==> src/hdl/sha256_pkg.sv <==
// sha256_pkg: shared types, constants and round functions of the SHA-256 stream hasher.
// Used by sha256_round and sha256_stream_hash. No dependencies.
package sha256_pkg;

    typedef logic [31:0] t_word;

    // Working variables or hash words, index 0 is a / H0.
    typedef logic [0:7][31:0] t_vars;

    // Schedule window taps that the round unit needs.
    typedef struct packed {
        t_word w0;
        t_word w1;
        t_word w9;
        t_word w14;
    } t_taps;

    typedef enum logic [2:0] {
        S_IDLE,
        S_PAD,
        S_COMP,
        S_FINAL,
        S_OUT
    } t_state;

    localparam t_vars HASH_INIT = '{
        32'h6a09e667, 32'hbb67ae85, 32'h3c6ef372, 32'ha54ff53a,
        32'h510e527f, 32'h9b05688c, 32'h1f83d9ab, 32'h5be0cd19
    };

    localparam logic [7:0] PAD_MARK = 8'h80;
    localparam logic [5:0] LEN_POS  = 6'd56;

    localparam logic [31:0] K_ROUND [64] = '{
        32'h428a2f98, 32'h71374491, 32'hb5c0fbcf, 32'he9b5dba5,
        32'h3956c25b, 32'h59f111f1, 32'h923f82a4, 32'hab1c5ed5,
        32'hd807aa98, 32'h12835b01, 32'h243185be, 32'h550c7dc3,
        32'h72be5d74, 32'h80deb1fe, 32'h9bdc06a7, 32'hc19bf174,
        32'he49b69c1, 32'hefbe4786, 32'h0fc19dc6, 32'h240ca1cc,
        32'h2de92c6f, 32'h4a7484aa, 32'h5cb0a9dc, 32'h76f988da,
        32'h983e5152, 32'ha831c66d, 32'hb00327c8, 32'hbf597fc7,
        32'hc6e00bf3, 32'hd5a79147, 32'h06ca6351, 32'h14292967,
        32'h27b70a85, 32'h2e1b2138, 32'h4d2c6dfc, 32'h53380d13,
        32'h650a7354, 32'h766a0abb, 32'h81c2c92e, 32'h92722c85,
        32'ha2bfe8a1, 32'ha81a664b, 32'hc24b8b70, 32'hc76c51a3,
        32'hd192e819, 32'hd6990624, 32'hf40e3585, 32'h106aa070,
        32'h19a4c116, 32'h1e376c08, 32'h2748774c, 32'h34b0bcb5,
        32'h391c0cb3, 32'h4ed8aa4a, 32'h5b9cca4f, 32'h682e6ff3,
        32'h748f82ee, 32'h78a5636f, 32'h84c87814, 32'h8cc70208,
        32'h90befffa, 32'ha4506ceb, 32'hbef9a3f7, 32'hc67178f2
    };

    function automatic t_word big_sigma0(input t_word x);
        return {x[1:0], x[31:2]} ^ {x[12:0], x[31:13]} ^ {x[21:0], x[31:22]};
    endfunction

    function automatic t_word big_sigma1(input t_word x);
        return {x[5:0], x[31:6]} ^ {x[10:0], x[31:11]} ^ {x[24:0], x[31:25]};
    endfunction

    function automatic t_word small_sigma0(input t_word x);
        return {x[6:0], x[31:7]} ^ {x[17:0], x[31:18]} ^ {3'b000, x[31:3]};
    endfunction

    function automatic t_word small_sigma1(input t_word x);
        return {x[16:0], x[31:17]} ^ {x[18:0], x[31:19]} ^ {10'd0, x[31:10]};
    endfunction

    function automatic t_word choose(input t_word e, input t_word f, input t_word g);
        return (e & f) ^ (~e & g);
    endfunction

    function automatic t_word majority(input t_word a, input t_word b, input t_word c);
        return (a & b) ^ (a & c) ^ (b & c);
    endfunction

endpackage

==> src/hdl/sha256_stream_hash.sv <==
// sha256_stream_hash: SHA-256 over a byte stream, one round per clock on a shared round unit.
// Depends on sha256_pkg and sha256_round.
//
// Each input beat carries at most one message byte (tuser = byte valid) and may close the
// message (tlast). The 64th byte of a block starts the compression, which holds s_axis_tready
// low through the 64 rounds on the single round unit and the fold of the working variables
// into the hash, so no byte is taken while a block is compressed. At end of message the
// padding is written one byte a cycle from the fill position to the end of the block, then
// compressed; when fewer than nine bytes remain a second padding block is written and
// compressed the same way. The digest then leaves as eight beats, H0 first, tuser the word
// index and tlast on the eighth; the next message starts once the eighth beat is taken. The
// byte count wraps modulo 2^64. Bytes are packed straight into the 16-word schedule window,
// which shifts during the rounds, so no separate block buffer exists.
module sha256_stream_hash (
    input  logic        i_clk,
    input  logic        i_rst_n,
    input  logic        s_axis_tvalid,
    output logic        s_axis_tready,
    input  logic [7:0]  s_axis_tdata,   // [7:0] data_byte
    input  logic        s_axis_tuser,   // [0] byte_valid
    input  logic        s_axis_tlast,   // end_of_message
    output logic        m_axis_tvalid,
    input  logic        m_axis_tready,
    output logic [31:0] m_axis_tdata,   // [31:0] digest_word
    output logic [2:0]  m_axis_tuser,   // [2:0] word_index
    output logic        m_axis_tlast    // last_word
);

    sha256_pkg::t_state r_state;
    sha256_pkg::t_state n_state;

    logic [63:0]       r_byte_cnt;
    sha256_pkg::t_vars r_h;
    sha256_pkg::t_vars r_v;
    logic [31:0]       r_w [16];     // schedule window, also the block buffer
    logic [5:0]        r_round;
    logic [5:0]        r_pos;        // padding write position
    logic              r_mark;       // 0x80 already written
    logic              r_len_ph;     // this padding block carries the length
    logic              r_in_pad;     // current compression is a padding block
    logic              r_eom_pend;   // message ended (tlast taken); read only after a full block
    logic [2:0]        r_out_idx;

    logic              in_acc;
    logic              out_acc;
    logic [5:0]        cur_pos;
    logic [5:0]        eom_pos;
    logic              wr_en;
    logic [5:0]        wr_pos;
    logic [7:0]        wr_byte;
    logic [63:0]       bit_len;
    logic [7:0]        len_byte;
    logic [7:0]        pad_byte;
    sha256_pkg::t_taps taps;
    sha256_pkg::t_vars round_vars;
    logic [31:0]       w_next;

    assign in_acc  = s_axis_tvalid && s_axis_tready;
    assign out_acc = m_axis_tvalid && m_axis_tready;
    assign cur_pos = r_byte_cnt[5:0];
    // first pad position when the message ends in the idle state
    assign eom_pos = s_axis_tuser ? cur_pos + 6'd1 : cur_pos;

    // ---- round unit ----
    assign taps = '{w0: r_w[0], w1: r_w[1], w9: r_w[9], w14: r_w[14]};

    sha256_round u_round (
        .i_vars   (r_v),
        .i_k      (sha256_pkg::K_ROUND[r_round]),
        .i_taps   (taps),
        .o_vars   (round_vars),
        .o_w_next (w_next)
    );

    // ---- padding byte ----
    assign bit_len  = {r_byte_cnt[60:0], 3'b000};
    assign len_byte = bit_len[{~r_pos[2:0], 3'b000} +: 8];

    always_comb begin
        if (!r_mark) begin
            pad_byte = sha256_pkg::PAD_MARK;
        end else if (r_len_ph && (r_pos >= sha256_pkg::LEN_POS)) begin
            pad_byte = len_byte;
        end else begin
            pad_byte = 8'h00;
        end
    end

    always_comb begin
        wr_en   = (r_state == sha256_pkg::S_PAD)
               || ((r_state == sha256_pkg::S_IDLE) && in_acc && s_axis_tuser);
        wr_pos  = (r_state == sha256_pkg::S_PAD) ? r_pos : cur_pos;
        wr_byte = (r_state == sha256_pkg::S_PAD) ? pad_byte : s_axis_tdata;
    end

    // ---- next state ----
    always_comb begin
        n_state = r_state;
        unique case (r_state)
            sha256_pkg::S_IDLE: begin
                if (in_acc) begin
                    if (s_axis_tuser && (cur_pos == 6'd63)) begin
                        n_state = sha256_pkg::S_COMP;
                    end else if (s_axis_tlast) begin
                        n_state = sha256_pkg::S_PAD;
                    end
                end
            end
            sha256_pkg::S_PAD: begin
                if (r_pos == 6'd63) begin
                    n_state = sha256_pkg::S_COMP;
                end
            end
            sha256_pkg::S_COMP: begin
                if (r_round == 6'd63) begin
                    n_state = sha256_pkg::S_FINAL;
                end
            end
            sha256_pkg::S_FINAL: begin
                if (r_in_pad && r_len_ph) begin
                    n_state = sha256_pkg::S_OUT;
                end else if (r_in_pad || r_eom_pend) begin
                    n_state = sha256_pkg::S_PAD;
                end else begin
                    n_state = sha256_pkg::S_IDLE;
                end
            end
            sha256_pkg::S_OUT: begin
                if (out_acc && (r_out_idx == 3'd7)) begin
                    n_state = sha256_pkg::S_IDLE;
                end
            end
            default: n_state = sha256_pkg::S_IDLE;
        endcase
    end

    // ---- port outputs ----
    always_comb begin
        s_axis_tready = (r_state == sha256_pkg::S_IDLE);
        m_axis_tvalid = (r_state == sha256_pkg::S_OUT);
        m_axis_tdata  = r_h[r_out_idx];
        m_axis_tuser  = r_out_idx;
        m_axis_tlast  = (r_out_idx == 3'd7);
    end

    // ---- control and hash state ----
    always_ff @(posedge i_clk) begin
        if (!i_rst_n) begin
            r_state    <= sha256_pkg::S_IDLE;
            r_byte_cnt <= 64'd0;
            r_h        <= sha256_pkg::HASH_INIT;
            r_round    <= 6'd0;
            r_pos      <= 6'd0;
            r_mark     <= 1'b0;
            r_len_ph   <= 1'b0;
            r_in_pad   <= 1'b0;
            r_eom_pend <= 1'b0;
            r_out_idx  <= 3'd0;
        end else begin
            r_state <= n_state;
            r_round <= (r_state == sha256_pkg::S_COMP) ? r_round + 6'd1 : 6'd0;

            unique case (r_state)
                sha256_pkg::S_IDLE: begin
                    if (in_acc) begin
                        if (s_axis_tuser) begin
                            r_byte_cnt <= r_byte_cnt + 64'd1;
                        end
                        r_in_pad   <= 1'b0;
                        r_eom_pend <= s_axis_tlast;
                        r_pos      <= eom_pos;
                        r_mark     <= 1'b0;
                        r_len_ph   <= (eom_pos < sha256_pkg::LEN_POS);
                    end
                end
                sha256_pkg::S_PAD: begin
                    r_pos    <= r_pos + 6'd1;
                    r_mark   <= 1'b1;
                    r_in_pad <= 1'b1;
                end
                sha256_pkg::S_COMP: begin
                end
                sha256_pkg::S_FINAL: begin
                    for (int j = 0; j < 8; j++) begin
                        r_h[j] <= r_h[j] + r_v[j];
                    end
                    // second padding block, or padding after a full last block
                    r_pos    <= 6'd0;
                    r_mark   <= r_in_pad;
                    r_len_ph <= 1'b1;
                end
                sha256_pkg::S_OUT: begin
                    if (out_acc) begin
                        r_out_idx <= r_out_idx + 3'd1;
                        if (r_out_idx == 3'd7) begin
                            r_h        <= sha256_pkg::HASH_INIT;
                            r_byte_cnt <= 64'd0;
                        end
                    end
                end
                default: begin
                end
            endcase
        end
    end

    // ---- datapath: window and working variables ----
    always_ff @(posedge i_clk) begin
        if (r_state == sha256_pkg::S_COMP) begin
            for (int i = 0; i < 15; i++) begin
                r_w[i] <= r_w[i + 1];
            end
            r_w[15] <= w_next;
        end else if (wr_en) begin
            r_w[wr_pos[5:2]][{~wr_pos[1:0], 3'b000} +: 8] <= wr_byte;
        end

        if (r_state == sha256_pkg::S_COMP) begin
            r_v <= round_vars;
        end else if (n_state == sha256_pkg::S_COMP) begin
            r_v <= r_h;
        end
    end

    // ---- assertions ----
    a_no_overlap: assert property (@(posedge i_clk) disable iff (!i_rst_n)
        !(s_axis_tready && m_axis_tvalid))
        else $error("input taken while digest is being sent");

    a_round_start: assert property (@(posedge i_clk) disable iff (!i_rst_n)
        $rose(r_state == sha256_pkg::S_COMP) |-> (r_round == 6'd0))
        else $error("compression started with non-zero round count");

    a_pad_to_comp: assert property (@(posedge i_clk) disable iff (!i_rst_n)
        ((r_state == sha256_pkg::S_PAD) && (r_pos == 6'd63))
        |=> ((r_state == sha256_pkg::S_COMP) && r_in_pad))
        else $error("padding block not handed to compression");

    a_digest_done: assert property (@(posedge i_clk) disable iff (!i_rst_n)
        (out_acc && m_axis_tlast)
        |=> ((r_byte_cnt == 64'd0) && (r_state == sha256_pkg::S_IDLE)))
        else $error("hash state not restarted after last digest beat");

endmodule

==> src/hdl/sha256_round.sv <==
// sha256_round: one SHA-256 compression round plus the next schedule word.
// Depends on sha256_pkg.
module sha256_round (
    input  sha256_pkg::t_vars i_vars,
    input  logic [31:0]       i_k,
    input  sha256_pkg::t_taps i_taps,
    output sha256_pkg::t_vars o_vars,
    output logic [31:0]       o_w_next
);

    logic [31:0] t1;
    logic [31:0] t2;

    always_comb begin
        t1 = i_vars[7] + sha256_pkg::big_sigma1(i_vars[4])
           + sha256_pkg::choose(i_vars[4], i_vars[5], i_vars[6]) + i_k + i_taps.w0;
        t2 = sha256_pkg::big_sigma0(i_vars[0])
           + sha256_pkg::majority(i_vars[0], i_vars[1], i_vars[2]);
        o_vars = '{t1 + t2, i_vars[0], i_vars[1], i_vars[2],
                   i_vars[3] + t1, i_vars[4], i_vars[5], i_vars[6]};
        // w[t+16] from the window taps
        o_w_next = sha256_pkg::small_sigma1(i_taps.w14) + i_taps.w9
                 + sha256_pkg::small_sigma0(i_taps.w1) + i_taps.w0;
    end

endmodule
==> config.mk <==
export PLATFORM = sky130hd
export DESIGN_NAME = sha256_stream_hash
export DESIGN_NICKNAME = d
export VERILOG_FILES = /design/src/hdl/sha256_pkg.sv /design/src/hdl/sha256_stream_hash.sv /design/src/hdl/sha256_round.sv
export SDC_FILE = /design/constraint.sdc
export NUM_CORES = 2
export LEC_CHECK = 0
export BUFFER_PORTS_ARGS = -buffer_cell sky130_fd_sc_hd__clkbuf_2
export CAP_MARGIN = 20
export CORE_MARGIN = 2
export CORE_UTILIZATION = 60
export DETAILED_ROUTE_END_ITERATION = 10
export PLACE_DENSITY = 0.76
export SYNTH_ARGS = -nofsm -noshare
export SYNTH_HDL_FRONTEND = slang
export SYNTH_SLANG_ARGS = --single-unit
export TNS_END_PERCENT = 30
==> constraint.sdc <==
create_clock -name i_clk -period 51.5 [get_ports i_clk]
set_clock_uncertainty 0.2 [all_clocks]
set_input_delay 15.45 -clock i_clk [delete_from_list [all_inputs] [get_ports i_clk]]
set_output_delay 15.45 -clock i_clk [all_outputs]
set_load 0.02 [all_outputs]
Word level (Yosys, flattened, before mapping)
Memory sizes are Yosys's and may differ from the RTL's.
Index checks and enable logic that the tools add are counted.

word-level totals
  register bits = 598
  latch bits = 0
  memory bits (writable) = 512
  bits in read-only memories = 2048
  output and inout bits = 38
  memories kept = 2

memories
  name             depth  width  read ports  clocked after Yosys merged registers in  write ports  RTL line                  source
  (no name shown)  64     32     1           0                                        0            sha256_stream_hash.sv:69  .i_k (sha256_pkg::K_ROUND[r_round]),
  r_w              16     32     16          0                                        16           sha256_stream_hash.sv:35  logic [31:0] r_w [16];

operators by class
  add/sub/neg operators = 24
  $mul = 0
  div/mod/pow operators = 0
  $lt $le $gt $ge = 4
  equal/unequal tests = 13
  shift operators = 3
  muxes and demuxes = 44
  bitwise gates (word level) = 21
  reduce and logical (&&, ||, !) cells = 26

operators with widths
  cell                                                   count
  2-to-1 mux 256 bit                                     4
  adder 32 bit                                           18
  one-hot mux 256 bit (2 select lines)                   1
  bitwise XOR 32 bit                                     9
  2-to-1 mux 64 bit                                      4
  2-to-1 mux 32 bit                                      7
  bitwise AND 32 bit                                     5
  one-hot mux 64 bit (2 select lines)                    1
  binary-select mux 32 bit (select 3 bit)                1
  adder 64 x 1 -> 64 bit (second input constant)         1
  indexed part select 64 x 7 -> 8 bit                    1
  NOT 32 bit                                             1
  OR reduction 32 bit                                    1
  variable shift 8 x 7 -> 32 bit (first input constant)  1
  indexed part select 8 x 7 -> 32 bit                    1
  bitwise XOR 32 x 22 -> 32 bit                          1
  bitwise XOR 32 x 29 -> 32 bit                          1
  2-to-1 mux 8 bit                                       3
  2-to-1 mux 3 bit                                       7
  adder 6 x 1 -> 6 bit (second input constant)           3
  equality test 6 bit (second input constant)            3
  2-to-1 mux 6 bit                                       3
  one-hot mux 6 bit (3 select lines)                     1
  one-hot mux 3 bit (5 select lines)                     1
  other kinds (26)                                       56

Depth between registers and ports, before layout
  depth after elaboration = 10
  mapped depth = 38

Cells and area by module
Synthesis repeated with hierarchy kept, for this count alone.

unflattened totals
  cells, all modules = 8118
  area, all modules = 77400.5 um^2

by module, submodules not included
  module              times used  cells each  area an instance (um^2)  sequential area each (um^2)
  sha256_stream_hash  1           6330        62506.2                  29848.6
  sha256_round        1           1788        14894.3                  0.0

Worst setup path after synthesis
OpenSTA, ideal clock, no wires.

  path kind = register to register
  start = register r_state[0]
  end = register r_v[0] (netlist bit), enable pin
  library setup time = 1.744 ns
  arrival = 30.230 ns
  required time = 49.556 ns
  path slack = 19.326 ns
  cell stages (with the launch flop) = 6
  path buffers = 2
  clock period less this slack = 32.174 ns
  path through = dfxtp_1 -> nor2b_1 -> nand2_1 -> clkbuf_1 -> clkbuf_1 -> o311ai_0

between the ends
  cells in the longest elaborated chain, start to end = 7
  elaborated cells between the ends (all ways) = 17
  those cells by class = eq/ne: 5; mux: 7; reduce/logical: 5

ends and longest elaborated chain
  item                                   RTL line                                             source
  start: declaration                     sha256_stream_hash.sv:29                             sha256_pkg::t_state r_state;
  start signal: assignment               sha256_stream_hash.sv:149                            r_state <= sha256_pkg::S_IDLE;
  start signal: assignment               sha256_stream_hash.sv:160                            r_state <= n_state;
  equality test 3 bit                    sha256_stream_hash.sv:99, sha256_stream_hash.sv:140
  logical AND 1 bit                      sha256_stream_hash.sv:59                             assign out_acc = m_axis_tvalid && m_axis_tready;
  logical AND 1 bit                      sha256_stream_hash.sv:129                            if (out_acc && (r_out_idx == 3'd7)) begin
  2-to-1 mux 3 bit                       sha256_stream_hash.sv:129
  one-hot mux 3 bit (5 select lines)     sha256_stream_hash.sv:99                             unique case (r_state)
  equality test 3 x 2 -> 1 bit           sha256_stream_hash.sv:220                            end else if (n_state == sha256_pkg::S_COMP) begin
  nonzero test 2 bit (no source line) *  n/a
  end signal: assignment                 sha256_stream_hash.sv:219                            r_v <= round_vars;
  end signal: assignment                 sha256_stream_hash.sv:221                            r_v <= r_h;
  end: declaration                       sha256_stream_hash.sv:34                             sha256_pkg::t_vars r_v;

Every way passes the cells marked *; elsewhere a longest branch is shown, timed or not.
A chain may end at the register's enable or synchronous reset.

Final worst setup path
  start = register r_out_idx[0] (netlist: m_axis_tuser[0])
  end = output port m_axis_tdata[31]

between the ends
  cells in the longest elaborated chain, start to end = 4

ends and longest elaborated chain
  item                                                   RTL line                   source
  start: declaration                                     sha256_stream_hash.sv:42   logic [2:0] r_out_idx;
  start signal: assignment                               sha256_stream_hash.sv:194  r_out_idx <= r_out_idx + 3'd1;
  NOT 3 -> 4 bit (implied by the code)                   sha256_stream_hash.sv:141  m_axis_tdata = r_h[r_out_idx];
  binary-select mux 32 bit (select 3 bit)                sha256_stream_hash.sv:141
  2-to-1 mux 32 bit (implied by the code) (2 in series)  sha256_stream_hash.sv:141
  end: declaration                                       sha256_stream_hash.sv:24   output logic [31:0] m_axis_tdata,

Every way passes these cells. The select of a mux whose other input is x is not followed.

==> run_results.csv <==
group,metric,value,unit
synthesis,postSynthAreaPerCell,9.51,sq um
layout,syn_to_final_growth,7.72,%
layout,mostFrequentLayoutCell,"nand2_1",
critical_path,cp-end-kind,"output port",
sta,slew_violations,0,
layout,drive_gt1_frac,0.0957,
routing,wl_met2,106000,um
routing,drt_first_iter_violations,8106,
grt,grt-ovfl-total,0,
critical_path,path_max_fanout,36,
pwr,powerDensity,25.0,mW/mm^2
placed_design,post-dp-hpwl,177000,um
sta,relSlewSlack,0.219,
routing,wl_per_cell,25.7,um
routing,drcViolationCount,0,
synthesis,yosysSeqAreaShare,0.399,
synthesis,ys_ff_latch,1107,
pwr,p_leak,31.4,nW
critical_path,arrival,3380,ps
critical_path,crit_required,35850,ps
sta,worstMarginPinSlew,1160,ps
pwr,max-vdd-ir-drop,0.0000384,V
floorplanning,die_w,357,um
synthesis,synth_cell_type_count,91,
placed_design,gp_congestion,1.05,
cts,clk_latency,800,ps
cts,cts_root_buffer,"clkbuf_16",
synthesis,synth_ff_type,"edfxtp_1",
synthesis,synth-edff-count,768,
cts,cts_hold_buf,0,
cts,clock_sinks,1107,
routing,wl_met1,92100,um
routing,wl,243000,um
layout,final_cell_mix,"nand2_1, edfxtp_1, o21ai_0, nor2_1, a21oi_1",
sta,hold_viol,0,
synthesis,yosysWarningCount,0,
placed_design,placement.io_buffers,51,
routing,drtPass1Iterations,7,
sta,rsz0062_at_grt,"no",
routing,top_layer_used,"met5",
critical_path,max_stage_delay,790,ps
critical_path,worstSetupPathType,"reg -> out",
floorplanning,rows,129,
grt,grt_pass1_vias,58300,
routing,dr_total_vias,61800,
layout,nNetsFinal,8351,
synthesis,syn_inst,7862,
routing,vias_per_cell,6.52,
grt,grt_pass1_wl,362000,um
critical_path,cp-start-kind,"flop",
routing,dr_wl_met3,26500,um
synthesis,async_flop_share,0,
critical_path,slowest_stage,"dfxtp_4",
floorplanning,start_util,0.605,
sta,fmax,52.5,MHz
sta,min_period,19030,ps
grt,antenna_found_initial,2,
cts,postCtsSetupRepairBufs,0,
floorplanning,ios,52,
floorplanning,fp.dieH,357,um
layout,multi_input_area,0.0422,sq mm
cts,h-tree-depth,3,
routing,drtAntennaViolNets,0,
sta,finalSetupTns,0,ps
sta,fin_crit_sh,0.370,
grt,grt_max_degree,138,
cts,path_clk_slew,60,ps
floorplanning,dieArea,0.127,sq mm
synthesis,syn-cell-area,0.0748,sq mm
grt,grtUsageTotal,0.377,
layout,seqCellArea,0.0299,sq mm
cts,cts_inserted_buffers,119,
outcome,status,"completed",
layout,fin_util,0.651,
critical_path,path_cells,"buf_4 -> mux4_2 -> mux2_2 -> clkbuf_2",
cts,cts_tree,"built",
cts,clk_path_buf_depth,3,
floorplanning,core,0.124,sq mm
job,drv_cap,0,
hold_path,hp-class,"reg -> reg",
layout,nFillCells,9837,
sta,setup_violations,0,
synthesis,syn_nets,8477,
cts,cts_resized,0,
==> layer usage <==
layer,global-route usage,up-vias
li1,-,27700
met1,0.495,29700
met2,0.579,3615
met3,0.0740,789
met4,0.231,4
met5,0,-
==> state kept, by name, summed over array words and instances (netlist names) <==
name          cells
m_axis_tuser      3
r_len_ph          1
r_round           6
r_v             256
r_mark            1
r_w             512
r_state           3
r_h             256
r_pos             6
r_byte_cnt       61
r_eom_pend        1
r_in_pad          1
==> metrics by stage <==
stage               area [sq um]  hold WS, ps  worst slack (ps)  power [W]  cells
floorplan                  74800          255             19330    0.00106   7862
global placement           76200          283             32100    0.00110   9230
detailed placement         76200          288             32040    0.00110   9233
CTS                        80400          297             32420    0.00201   9459
global route               80500          329             32340    0.00206   9478
finish                     80500          299             32470    0.00201   9479
==> worst max-delay path: cells and delay by family (launching register included) <==
kind | cells | cell delay, ps
flip-flops | 1 | 790
multiplexers | 2 | 960
buffers and inverters | 2 | 780
==> final timing paths <==
| kind | startpoint | to | slack, ps | cells after the start |
|---|---|---|---|---|
| max reg2reg | r_round[1] | r_v[254] | 40840 | 35 |
| min reg2reg | r_byte_cnt[9] | r_byte_cnt[9] | 300 | 2 |
| min | r_byte_cnt[9] | r_byte_cnt[9] | 300 | 2 |
| max | m_axis_tuser[0] | m_axis_tdata[31] | 32470 | 4 |
==> Yosys cell counts, types with 12 or more instances <==
| cell type | instances | share of area |
|---|---|---|
| nand2_1 | 1389 | 0.070 |
| edfxtp_1 | 768 | 0.31 |
| o21ai_0 | 712 | 0.048 |
| nor2_1 | 474 | 0.024 |
| a21oi_1 | 435 | 0.029 |
| xnor2_1 | 425 | 0.050 |
| ha_1 | 406 | 0.068 |
| inv_1 | 351 | 0.018 |
| clkbuf_1 | 344 | 0.017 |
| dfxtp_1 | 339 | 0.091 |
| mux2_2 | 268 | 0.040 |
| fa_1 | 195 | 0.052 |
| xor2_1 | 193 | 0.023 |
| a21o_1 | 183 | 0.018 |
| nand3_1 | 148 | 0.0099 |
| nor3_1 | 91 | 0.0061 |
| mux4_2 | 81 | 0.024 |
| nand2b_1 | 72 | 0.0060 |
| o21a_1 | 61 | 0.0061 |
| nor2b_1 | 59 | 0.0049 |
| o21bai_1 | 57 | 0.0057 |
| a31oi_1 | 56 | 0.0047 |
| o22ai_1 | 52 | 0.0044 |
| a211oi_1 | 49 | 0.0049 |
| and3_1 | 49 | 0.0041 |
| mux2i_1 | 43 | 0.0058 |
| and2_1 | 39 | 0.0033 |
| o211ai_1 | 39 | 0.0039 |
| or3_1 | 38 | 0.0032 |
| nand4_1 | 37 | 0.0031 |
| buf_1 | 34 | 0.0017 |
| a22oi_1 | 31 | 0.0031 |
| o31ai_1 | 31 | 0.0031 |
| maj3_1 | 22 | 0.0029 |
| o311ai_0 | 20 | 0.0023 |
| or2_2 | 17 | 0.0014 |
| a311oi_1 | 14 | 0.0016 |
| nor4_1 | 13 | 0.0011 |
| a32oi_1 | 12 | 0.0014 |
| and4_1 | 12 | 0.0014 |
| o21ai_1 | 12 | 0.00080 |
==> cell type report <==
cell class / instances / area share
well taps: 1637 / 0.0254
flip-flops and latches: 1107 / 0.371
diodes: 1 / 0.0000311
repair buffers: 137 / 0.0110
inverters: 354 / 0.0165
clock buffers: 148 / 0.0396
multi-input cells: 6017 / 0.524
clock inverters: 78 / 0.0124
==> cells by family (layout without fill, tap and decap cells) <==
logic type      count (synthesis)  after routing  synth area share
buf+inv                       738            717            0.0372
xor+xnor                      618            618            0.0724
flops                        1107           1107             0.399
mux                           392            392            0.0705
fa+ha+maj                     623            623             0.123
simple gates                 2472           2472             0.142
compound gates               1912           1912             0.156
other cells                     0              1                 0
==> power by group <==
| group | switching, W | total [W] | internal [W] |
|---|---|---|---|
| clock network | 0.000397 | 0.000922 | 0.000525 |
| registers | 0.00000341 | 0.000945 | 0.000941 |
| logic | 0.0000941 | 0.000143 | 0.0000490 |
No activity file was read; power rests on OpenSTA's default activity.
